[config.mk]
export PLATFORM = sky130hd
export DESIGN_NAME = char_lcd_nibble_write_sequencer_unit
export DESIGN_NICKNAME = d
export VERILOG_FILES = /design/src/rtl/core/lcdns_pkg.sv /design/src/rtl/core/lcdns_bcd.sv /design/src/rtl/core/lcdns_useq.sv /design/src/rtl/core/char_lcd_nibble_write_sequencer_unit.sv
export SDC_FILE = /design/constraint.sdc
export NUM_CORES = 1
export LEC_CHECK = 0
export BUFFER_PORTS_ARGS = -buffer_cell sky130_fd_sc_hd__buf_2
export CAP_MARGIN = 20
export CORE_MARGIN = 1.5
export CORE_UTILIZATION = 61
export CTS_CLUSTER_DIAMETER = 120
export CTS_CLUSTER_SIZE = 14
export DETAILED_ROUTE_END_ITERATION = 16
export PLACE_DENSITY = 0.82
export SLEW_MARGIN = 20
export SYNTH_ARGS = -nofsm -noshare
export SYNTH_HDL_FRONTEND = slang
export SYNTH_SLANG_ARGS = --single-unit
[constraint.sdc]
create_clock -name i_clk -period 7.3 [get_ports i_clk]
set_clock_uncertainty 0.05 [all_clocks]
set_input_delay 0.365 -clock i_clk [delete_from_list [all_inputs] [get_ports i_clk]]
set_output_delay 0.365 -clock i_clk [all_outputs]
set_load 0.01 [all_outputs]
[src/rtl/core/lcdns_pkg.sv]
`timescale 1ns / 1ps
package lcdns_pkg;

    // Request type codes.
    localparam logic [2:0] REQ_INIT   = 3'd0;
    localparam logic [2:0] REQ_CMD    = 3'd1;
    localparam logic [2:0] REQ_DATA   = 3'd2;
    localparam logic [2:0] REQ_CURSOR = 3'd3;
    localparam logic [2:0] REQ_DEC    = 3'd4;

    // Configuration register indexes.
    localparam logic [1:0] CFG_FUNC_SET  = 2'd0;
    localparam logic [1:0] CFG_DISP_CTRL = 2'd1;
    localparam logic [1:0] CFG_ENTRY     = 2'd2;

    // Fixed command bytes and timing.
    localparam logic [7:0] CMD_FUNC_RST  = 8'h28;
    localparam logic [7:0] CMD_DISP_RST  = 8'h0E;
    localparam logic [7:0] CMD_ENTRY_RST = 8'h06;
    localparam logic [7:0] CMD_CLEAR     = 8'h01;
    localparam logic [7:0] CMD_HOME      = 8'h80;
    localparam logic [7:0] CMD_ROW2      = 8'h40;
    localparam logic [7:0] ASCII_ZERO    = 8'h30;
    localparam logic [7:0] PULSE_HOLD    = 8'd2;
    localparam logic [7:0] CMD_WAIT      = 8'd250;
    localparam logic [13:0] DEC_MAX      = 14'd9999;
    localparam int DEF_MAX_COLUMNS       = 40;

    // Microprogram entry points.
    localparam logic [4:0] UA_INIT      = 5'd0;
    localparam logic [4:0] UA_INIT_BYTE = 5'd10;
    localparam logic [4:0] UA_BYTE      = 5'd15;
    localparam logic [4:0] UA_DEC       = 5'd20;

    typedef struct packed {
        logic [2:0]  req_type;
        logic [7:0]  byte_value;
        logic [7:0]  column;
        logic        row;
        logic [13:0] number;
    } t_req;

    typedef struct packed {
        logic       reg_select;
        logic       enable;
        logic [3:0] nibble;
        logic [7:0] hold_units;
        logic       last;
    } t_rslt;

    typedef struct packed {
        logic [7:0] func_set;
        logic [7:0] disp_ctrl;
        logic [7:0] entry_mode;
    } t_cfg;

    // Launch of a microprogram from the request decoder.
    typedef struct packed {
        logic       go;
        logic [4:0] entry;
        logic       rs;
        logic [7:0] req_byte;
    } t_start;

    typedef enum logic [1:0] {
        OP_NEXT = 2'd0,
        OP_END  = 2'd1,
        OP_LOOP = 2'd2
    } t_op;

    typedef enum logic [1:0] {
        NS_CONST = 2'd0,
        NS_HI    = 2'd1,
        NS_LO    = 2'd2
    } t_nsel;

    typedef enum logic [1:0] {
        SRC_REQ   = 2'd0,
        SRC_INIT  = 2'd1,
        SRC_DIGIT = 2'd2
    } t_src;

    // One control word of the microprogram.
    typedef struct packed {
        t_op        op;
        logic       en;
        t_nsel      nsel;
        t_src       src;
        logic [3:0] nconst;
        logic [7:0] hold;
        logic [4:0] target;
        logic [2:0] lim;
    } t_uword;

    // Pin state with a fixed nibble, used by the wake-up part of init.
    function automatic t_uword uc_raw(logic en, logic [3:0] nib, logic [7:0] hold);
        t_uword w;
        w        = '0;
        w.op     = OP_NEXT;
        w.en     = en;
        w.nsel   = NS_CONST;
        w.src    = SRC_REQ;
        w.nconst = nib;
        w.hold   = hold;
        return w;
    endfunction

    // One of the five pin states of a byte transfer.
    function automatic t_uword uc_body(logic [2:0] ofs, t_src src, logic [7:0] tail,
                                       t_op op, logic [4:0] tgt, logic [2:0] lim);
        t_uword w;
        w        = '0;
        w.op     = OP_NEXT;
        w.src    = src;
        w.target = tgt;
        w.lim    = lim;
        case (ofs)
            3'd0: begin
                w.en = 1'b0; w.nsel = NS_HI; w.hold = 8'd0;
            end
            3'd1: begin
                w.en = 1'b1; w.nsel = NS_HI; w.hold = PULSE_HOLD;
            end
            3'd2: begin
                w.en = 1'b0; w.nsel = NS_LO; w.hold = 8'd0;
            end
            3'd3: begin
                w.en = 1'b1; w.nsel = NS_LO; w.hold = PULSE_HOLD;
            end
            default: begin
                w.en = 1'b0; w.nsel = NS_LO; w.hold = tail; w.op = op;
            end
        endcase
        return w;
    endfunction

    // Control store: init wake-up, init command loop, single byte, decimal loop.
    function automatic t_uword uc_rom(logic [4:0] addr);
        t_uword w;
        w = uc_raw(1'b0, 4'h0, 8'd0);
        case (addr)
            5'd0: w = uc_raw(1'b0, 4'h3, 8'd40);
            5'd1: w = uc_raw(1'b1, 4'h3, 8'd0);
            5'd2: w = uc_raw(1'b0, 4'h3, 8'd5);
            5'd3: w = uc_raw(1'b1, 4'h3, 8'd0);
            5'd4: w = uc_raw(1'b0, 4'h3, 8'd5);
            5'd5: w = uc_raw(1'b1, 4'h3, 8'd0);
            5'd6: w = uc_raw(1'b0, 4'h3, 8'd2);
            5'd7: w = uc_raw(1'b0, 4'h2, 8'd0);
            5'd8: w = uc_raw(1'b1, 4'h2, 8'd0);
            5'd9: w = uc_raw(1'b0, 4'h2, 8'd0);
            5'd10, 5'd11, 5'd12, 5'd13, 5'd14:
                w = uc_body(3'(addr - UA_INIT_BYTE), SRC_INIT, CMD_WAIT,
                            OP_LOOP, UA_INIT_BYTE, 3'd4);
            5'd15, 5'd16, 5'd17, 5'd18, 5'd19:
                w = uc_body(3'(addr - UA_BYTE), SRC_REQ, 8'd0,
                            OP_END, UA_BYTE, 3'd0);
            5'd20, 5'd21, 5'd22, 5'd23, 5'd24:
                w = uc_body(3'(addr - UA_DEC), SRC_DIGIT, 8'd0,
                            OP_LOOP, UA_DEC, 3'd3);
            default: w.op = OP_END;
        endcase
        return w;
    endfunction

endpackage

[src/rtl/core/lcdns_bcd.sv]
`timescale 1ns / 1ps
module lcdns_bcd (
    input  logic        i_clk,
    input  logic        i_rst_n,
    input  logic        i_start,
    input  logic [13:0] i_value,
    output logic        o_done,
    output logic [15:0] o_digits
);
    import lcdns_pkg::*;

    localparam logic [1:0] LAST_STEP = 2'd2;

    logic [13:0] r_rem, n_rem;
    logic [15:0] r_bcd, n_bcd;
    logic [1:0]  r_step, n_step;
    logic        r_busy, n_busy;
    logic [13:0] thr;
    logic [13:0] take;
    logic [3:0]  dig;
    logic [13:0] rest;

    // Largest multiple of the current digit weight that still fits in the remainder.
    always_comb begin
        thr  = '0;
        take = '0;
        dig  = 4'd0;
        for (int k = 1; k < 10; k++) begin
            case (r_step)
                2'd0:    thr = 14'(k * 1000);
                2'd1:    thr = 14'(k * 100);
                default: thr = 14'(k * 10);
            endcase
            if (r_rem >= thr) begin
                dig  = 4'(k);
                take = thr;
            end
        end
    end

    assign rest = r_rem - take;

    // Thousands, hundreds and tens leave one per cycle; what remains is the units digit.
    always_comb begin
        n_rem  = r_rem;
        n_bcd  = r_bcd;
        n_step = r_step;
        n_busy = r_busy;
        if (i_start) begin
            n_rem  = (i_value > DEC_MAX) ? DEC_MAX : i_value;
            n_bcd  = '0;
            n_step = '0;
            n_busy = 1'b1;
        end else if (r_busy) begin
            n_rem  = rest;
            n_bcd  = {r_bcd[11:0], dig};
            n_step = r_step + 2'd1;
            if (r_step == LAST_STEP) begin
                n_bcd  = {r_bcd[7:0], dig, rest[3:0]};
                n_busy = 1'b0;
            end
        end
    end

    always_ff @(posedge i_clk) begin
        if (!i_rst_n) begin
            r_busy <= 1'b0;
            r_step <= '0;
        end else begin
            r_busy <= n_busy;
            r_step <= n_step;
        end
        r_rem <= n_rem;
        r_bcd <= n_bcd;
    end

    assign o_done   = r_busy && (r_step == LAST_STEP);
    assign o_digits = r_bcd;

endmodule

[src/rtl/core/lcdns_useq.sv]
`timescale 1ns / 1ps
module lcdns_useq (
    input  logic            i_clk,
    input  logic            i_rst_n,
    input  lcdns_pkg::t_start i_start,
    input  lcdns_pkg::t_cfg i_cfg,
    input  logic [15:0]     i_digits,
    output logic            o_done,
    output logic            o_rsp_valid,
    input  logic            i_rsp_ready,
    output lcdns_pkg::t_rslt o_rsp
);
    import lcdns_pkg::*;

    logic       r_active, n_active;
    logic [4:0] r_pc, n_pc;
    logic [2:0] r_idx, n_idx;
    logic       r_rs, n_rs;
    logic [7:0] r_byte, n_byte;
    logic       r_ovalid, n_ovalid;
    t_rslt      r_rsp, n_rsp;

    t_uword     uw;
    logic       adv;
    logic       fin;
    logic [3:0] dig;
    logic [7:0] src_byte;
    logic [3:0] nib;

    assign uw  = uc_rom(r_pc);
    assign adv = r_active && (!r_ovalid || i_rsp_ready);

    // Final word of the program: an end, or a loop whose count is spent.
    assign fin = (uw.op == OP_END) || ((uw.op == OP_LOOP) && (r_idx == uw.lim));

    // Digit picked by the loop index, thousands first.
    always_comb begin
        case (r_idx[1:0])
            2'd0:    dig = i_digits[15:12];
            2'd1:    dig = i_digits[11:8];
            2'd2:    dig = i_digits[7:4];
            default: dig = i_digits[3:0];
        endcase
    end

    // Byte source selected by the control word.
    always_comb begin
        case (uw.src)
            SRC_INIT: begin
                case (r_idx)
                    3'd0:    src_byte = i_cfg.func_set;
                    3'd1:    src_byte = i_cfg.disp_ctrl;
                    3'd2:    src_byte = CMD_CLEAR;
                    3'd3:    src_byte = i_cfg.entry_mode;
                    default: src_byte = CMD_HOME;
                endcase
            end
            SRC_DIGIT: src_byte = ASCII_ZERO + {4'h0, dig};
            default:   src_byte = r_byte;
        endcase
    end

    always_comb begin
        case (uw.nsel)
            NS_HI:   nib = src_byte[7:4];
            NS_LO:   nib = src_byte[3:0];
            default: nib = uw.nconst;
        endcase
    end

    // Step counter, loop index and the output beat register.
    always_comb begin
        n_active = r_active;
        n_pc     = r_pc;
        n_idx    = r_idx;
        n_rs     = r_rs;
        n_byte   = r_byte;
        n_ovalid = r_ovalid && !i_rsp_ready;
        n_rsp    = r_rsp;
        if (adv) begin
            n_ovalid         = 1'b1;
            n_rsp.reg_select = r_rs;
            n_rsp.enable     = uw.en;
            n_rsp.nibble     = nib;
            n_rsp.hold_units = uw.hold;
            n_rsp.last       = fin;
            if (fin) begin
                n_active = 1'b0;
            end else if (uw.op == OP_LOOP) begin
                n_pc  = uw.target;
                n_idx = r_idx + 3'd1;
            end else begin
                n_pc = r_pc + 5'd1;
            end
        end
        if (i_start.go) begin
            n_active = 1'b1;
            n_pc     = i_start.entry;
            n_idx    = '0;
            n_rs     = i_start.rs;
            n_byte   = i_start.req_byte;
        end
    end

    always_ff @(posedge i_clk) begin
        if (!i_rst_n) begin
            r_active <= 1'b0;
            r_ovalid <= 1'b0;
            r_pc     <= '0;
            r_idx    <= '0;
        end else begin
            r_active <= n_active;
            r_ovalid <= n_ovalid;
            r_pc     <= n_pc;
            r_idx    <= n_idx;
        end
        r_rs   <= n_rs;
        r_byte <= n_byte;
        r_rsp  <= n_rsp;
    end

    assign o_done      = adv && fin;
    assign o_rsp_valid = r_ovalid;
    assign o_rsp       = r_rsp;

endmodule

[src/rtl/core/char_lcd_nibble_write_sequencer_unit.sv]
`timescale 1ns / 1ps
// Channel   Handshake                  Payload
// request   i_req_valid / o_req_ready  i_req (t_req)
// result    o_rsp_valid / i_rsp_ready  o_rsp (t_rslt)
// config    i_cfg_we                   i_cfg_idx, i_cfg_data
//
// One pin state leaves per cycle while the result side takes beats, driven by a
// microcoded step counter: init gives 35 beats, command/data/cursor 5, decimal 20.
// A decimal request first passes the digit extractor: thousands, hundreds, then tens with units.
// One request is in work at a time; the next is taken once the final beat is formed.
// Reset is synchronous and loads the three init commands with their defaults.
// A stalled result side holds the output register and freezes the step counter.
module char_lcd_nibble_write_sequencer_unit #(
    parameter int MAX_COLUMNS = lcdns_pkg::DEF_MAX_COLUMNS
) (
    input  logic              i_clk,
    input  logic              i_rst_n,
    input  logic              i_req_valid,
    output logic              o_req_ready,
    input  lcdns_pkg::t_req   i_req,
    output logic              o_rsp_valid,
    input  logic              i_rsp_ready,
    output lcdns_pkg::t_rslt  o_rsp,
    input  logic              i_cfg_we,
    input  logic [1:0]        i_cfg_idx,
    input  logic [7:0]        i_cfg_data
);
    import lcdns_pkg::*;

    typedef enum logic [2:0] {
        ST_IDLE = 3'b001,
        ST_CONV = 3'b010,
        ST_RUN  = 3'b100
    } t_state;

    t_state      r_state, n_state;
    t_cfg        r_cfg;
    t_start      start;
    logic        acc;
    logic        bcd_start;
    logic        bcd_done;
    logic [15:0] digits;
    logic        seq_done;

    // Configuration registers.
    always_ff @(posedge i_clk) begin
        if (!i_rst_n) begin
            r_cfg.func_set   <= CMD_FUNC_RST;
            r_cfg.disp_ctrl  <= CMD_DISP_RST;
            r_cfg.entry_mode <= CMD_ENTRY_RST;
        end else if (i_cfg_we) begin
            case (i_cfg_idx)
                CFG_FUNC_SET:  r_cfg.func_set   <= i_cfg_data;
                CFG_DISP_CTRL: r_cfg.disp_ctrl  <= i_cfg_data;
                CFG_ENTRY:     r_cfg.entry_mode <= i_cfg_data;
                default:       r_cfg <= r_cfg;
            endcase
        end
    end

    assign o_req_ready = (r_state == ST_IDLE);
    assign acc         = i_req_valid && o_req_ready;
    assign bcd_start   = acc && (i_req.req_type == REQ_DEC);

    // Request decode and program launch.
    always_comb begin
        n_state        = r_state;
        start.go       = 1'b0;
        start.entry    = UA_BYTE;
        start.rs       = 1'b0;
        start.req_byte = i_req.byte_value;
        case (r_state)
            ST_IDLE: begin
                if (acc) begin
                    case (i_req.req_type)
                        REQ_INIT: begin
                            start.go    = 1'b1;
                            start.entry = UA_INIT;
                            n_state     = ST_RUN;
                        end
                        REQ_CMD, REQ_DATA: begin
                            start.go = 1'b1;
                            start.rs = (i_req.req_type == REQ_DATA);
                            n_state  = ST_RUN;
                        end
                        REQ_CURSOR: begin
                            if (i_req.column < 8'(MAX_COLUMNS)) begin
                                start.go       = 1'b1;
                                start.req_byte = CMD_HOME | i_req.column
                                               | (i_req.row ? CMD_ROW2 : 8'h00);
                                n_state        = ST_RUN;
                            end
                        end
                        REQ_DEC: n_state = ST_CONV;
                        default: n_state = ST_IDLE;
                    endcase
                end
            end
            ST_CONV: begin
                if (bcd_done) begin
                    start.go    = 1'b1;
                    start.entry = UA_DEC;
                    start.rs    = 1'b1;
                    n_state     = ST_RUN;
                end
            end
            ST_RUN: begin
                if (seq_done) begin
                    n_state = ST_IDLE;
                end
            end
            default: n_state = ST_IDLE;
        endcase
    end

    always_ff @(posedge i_clk) begin
        if (!i_rst_n) begin
            r_state <= ST_IDLE;
        end else begin
            r_state <= n_state;
        end
    end

    lcdns_bcd u_bcd (
        .i_clk    (i_clk),
        .i_rst_n  (i_rst_n),
        .i_start  (bcd_start),
        .i_value  (i_req.number),
        .o_done   (bcd_done),
        .o_digits (digits)
    );

    lcdns_useq u_useq (
        .i_clk       (i_clk),
        .i_rst_n     (i_rst_n),
        .i_start     (start),
        .i_cfg       (r_cfg),
        .i_digits    (digits),
        .o_done      (seq_done),
        .o_rsp_valid (o_rsp_valid),
        .i_rsp_ready (i_rsp_ready),
        .o_rsp       (o_rsp)
    );

endmodule

==> reports/qor.csv <==
metric,value,unit
postSynthAreaPerCell,8.35,um^2
clock_latency,0.36,ns
cts_max_level,3,
rsz0062_at_grt,false,
avgViaCountPerCell,6.56,
worstPathRequired,7.35,ns
p_leak,0.00309,uW
drv_slew,0,
wl_per_cell,19.7,um
grt_use_total,0.329,
io_buffers,65,
cp_max_fo,18,
synth-seq-cells,90,
dieHeight,111,um
pin_count,66,
layout.cells.non_filler,1037,
dp_slack,1.08,ns
sequentialPowerShare,0.385,
post-cts-setup-buffers,0,
cts_buffers,9,
dpl.hpwl,14900,um
ant_nets,0,
worstSetupPathType,register to register,
placed_cells,1021,
setup_ws,0.883,ns
synth_ff_type,dfxtp_1,
cpMaxStageDelayCell,ha_1,
cts_sinks,90,
fmax,156,MHz
nFillCells,894,
min_path_type,primary input to register,
start_util,0.624,
synth_top_area_cell,dfxtp_1,
grt_max_degree,37,
crit_chain,inv_1 -> ha_1 -> inv_1 -> ha_1 -> or3b_2 -> or4_1 -> a21oi_1 -> a221oi_1 -> buf_4 -> nor2b_1 -> a311oi_1 -> o221ai_1 -> fa_1 -> nor2b_1 -> o31a_1 -> o211ai_1 -> nand2_1 -> nand4_1 -> a31oi_1 -> xnor2_1 -> o21ai_0,
synthArstFlopShare,0,
antennaDiodeCount,0,
cp_top_family,adder cells,
drt_iter0_markers,857,
cts_resized,0,
power,1700,uW
worst-slew-pin-transition,0.967,ns
dr.pass1.iters,8,
peakVddDrop,0.000324,V
vias,6802,
drive_gt1_frac,0.133,
internal_power,1110,uW
finalWeightedCongestion,0.957,
cp-start-kind,register,
utilization,0.685,
sw_frac_of_total,0.343,
clk_pin_slew_worst_paths,0.07,ns
synth_area,7100,um^2
rows,39,
postCtsHoldBufs,0,
crit_arrival,6.46,ns
design.die.area,12300,um^2
maxCapViolations,0,
hold_viol,0,
synthToLayoutAreaGrowth,9.68,%
yosysWarningCount,0,
grt_first_pass_wirelength,32600,um
powerDensity,218,nW/um^2
core,11400,um^2
num-nets-final,1000,
cts_tree,done,
synth_cell_types,78,
cts_root_buf,clkbuf_16,
max_slew_margin,0.356,
drt_drc_violations_left,0,
finalCriticalPeriod,6.42,ns
grt-ovfl-total,0,
synth_cells,850,
status,completed,
synth_edf_count,34,
synth_top_area_frac,0.158,
pwr-share-comb,0.308,
grt_pass1_vias,6522,
ys_seq_area_frac,0.302,
crit_buf_inv,3,
p_switching,583,uW
setup_viol,0,
clock_path_buffers,2,
syn_nets,961,
power.clock.fraction,0.308,
crit_path_end_kind,register,
setup-tns-final,0,ns
cpPeakStageDelay,0.66,ns
wl,20400,um
fin_crit_sh,0.879,
die_w,111,um
grt_antenna_before_repair,0,
synth.area.top_cells,"dfxtp_1 (16%), edfxtp_1 (14%), ha_1 (11%), mux2i_1 (5.5%), nor2_1 (5.4%)",
-- placed cells by master, fill, tap and decap left out, drive strengths merged, types with 10 or more instances in the layout --
master / n
nand2: 70
nor2: 103
dfxtp: 56
inv: 34
ha: 61
nand2b: 12
a211oi: 18
a21oi: 62
buf: 73
nand3: 12
o21a: 11
nor3: 32
a222oi: 11
o21ai: 56
edfxtp: 34
clkbuf: 10
mux2i: 39
nor2b: 15
a31oi: 11
o211ai: 13
xnor2: 11
-- state kept, by name, indices dropped and copies added, names as in the netlist --
register and cells:
u_bcd.r_rem 14, u_bcd.o_digits 16, u_useq.r_active 1, r_state 3, u_useq.r_byte 8, u_useq.o_rsp_valid 1, r_cfg 24, u_useq.r_rs 1
u_bcd.r_step 2, u_useq.r_idx 3, u_useq.r_pc 5, u_bcd.r_busy 1, u_useq.o_rsp 11
-- worst min-delay path, stage by stage --
cell     delay (ns)
buf_2          0.10
mux2i_1        0.06
nand2_1        0.06
-- routing by layer --
metal	GRT usage	wire length, um	vias up
li1	-	-	3256
met1	0.471	9220	3149
met2	0.501	8960	358
met3	0.0569	1760	39
met4	0.119	487	0
met5	0	0	-
-- cell families after synthesis --
kind of cell | Yosys count | share of synthesized area
AOI/OAI and AO/OA | 254 | 0.241
xor gates and xnor gates | 16 | 0.0197
adders and majority gates | 64 | 0.113
buffers and inverters | 75 | 0.0442
DFF | 90 | 0.302
muxes | 46 | 0.0661
and+or+nand+nor | 305 | 0.214
-- worst paths after layout --
path	from	end	slack (ns)	depth (start not counted)
hold reg to reg	u_useq.r_rs$_DFFE_PP_	u_useq.o_rsp[14]$_DFFE_PP_	0.39	0
setup / recovery	u_bcd.r_step[0]$_SDFFE_PP0P_	u_bcd.r_rem[13]$_DFFE_PN_	0.88	21
hold / removal	i_cfg_data[1]	r_cfg[9]$_SDFFE_PN1P_	0.21	3
setup reg to reg	u_bcd.r_step[0]$_SDFFE_PP0P_	u_bcd.r_rem[13]$_DFFE_PN_	0.88	21
-- synth_stat cells (all sizes together) (12+ instances only) --
cell type / count
o211ai: 13
o21ai: 56
nand3: 12
dfxtp: 56
nor3: 32
clkbuf: 28
a21oi: 62
edfxtp: 34
mux2i: 39
nor2b: 15
nand2b: 12
nor2: 103
buf: 17
inv: 30
ha: 61
a211oi: 18
nand2: 70
-- power by group through the flow --
stage                     Clock [uW]  Sequential (uW)  Combinational (uW)
final                            522              653                 522
after CTS                        525              650                 513
after global placement             0              658                 490
after detailed placement           0              661                 506
after floorplan                    0              638                 395
after global routing             543              660                 575
-- layout make-up --
cell class / count / area (um^2) / area share
clock buffer: 10 / 229 / 0.0294
clock inverter: 6 / 95.1 / 0.0122
inverter: 30 / 113 / 0.0145
multi-input combinational: 685 / 4640 / 0.596
sequential: 90 / 2140 / 0.275
tap: 143 / 179 / 0.0230
timing repair buffer: 73 / 385 / 0.0495
-- per-stage QoR --
stage               instance area (um^2)  hold slack [ns]
floorplan                           7100            0.350
global placement                    7460            0.352
detailed placement                  7460            0.365
CTS                                 7790            0.204
global route                        7790            0.218
finish                              7790            0.206
(Power assumes the default switching activity.)
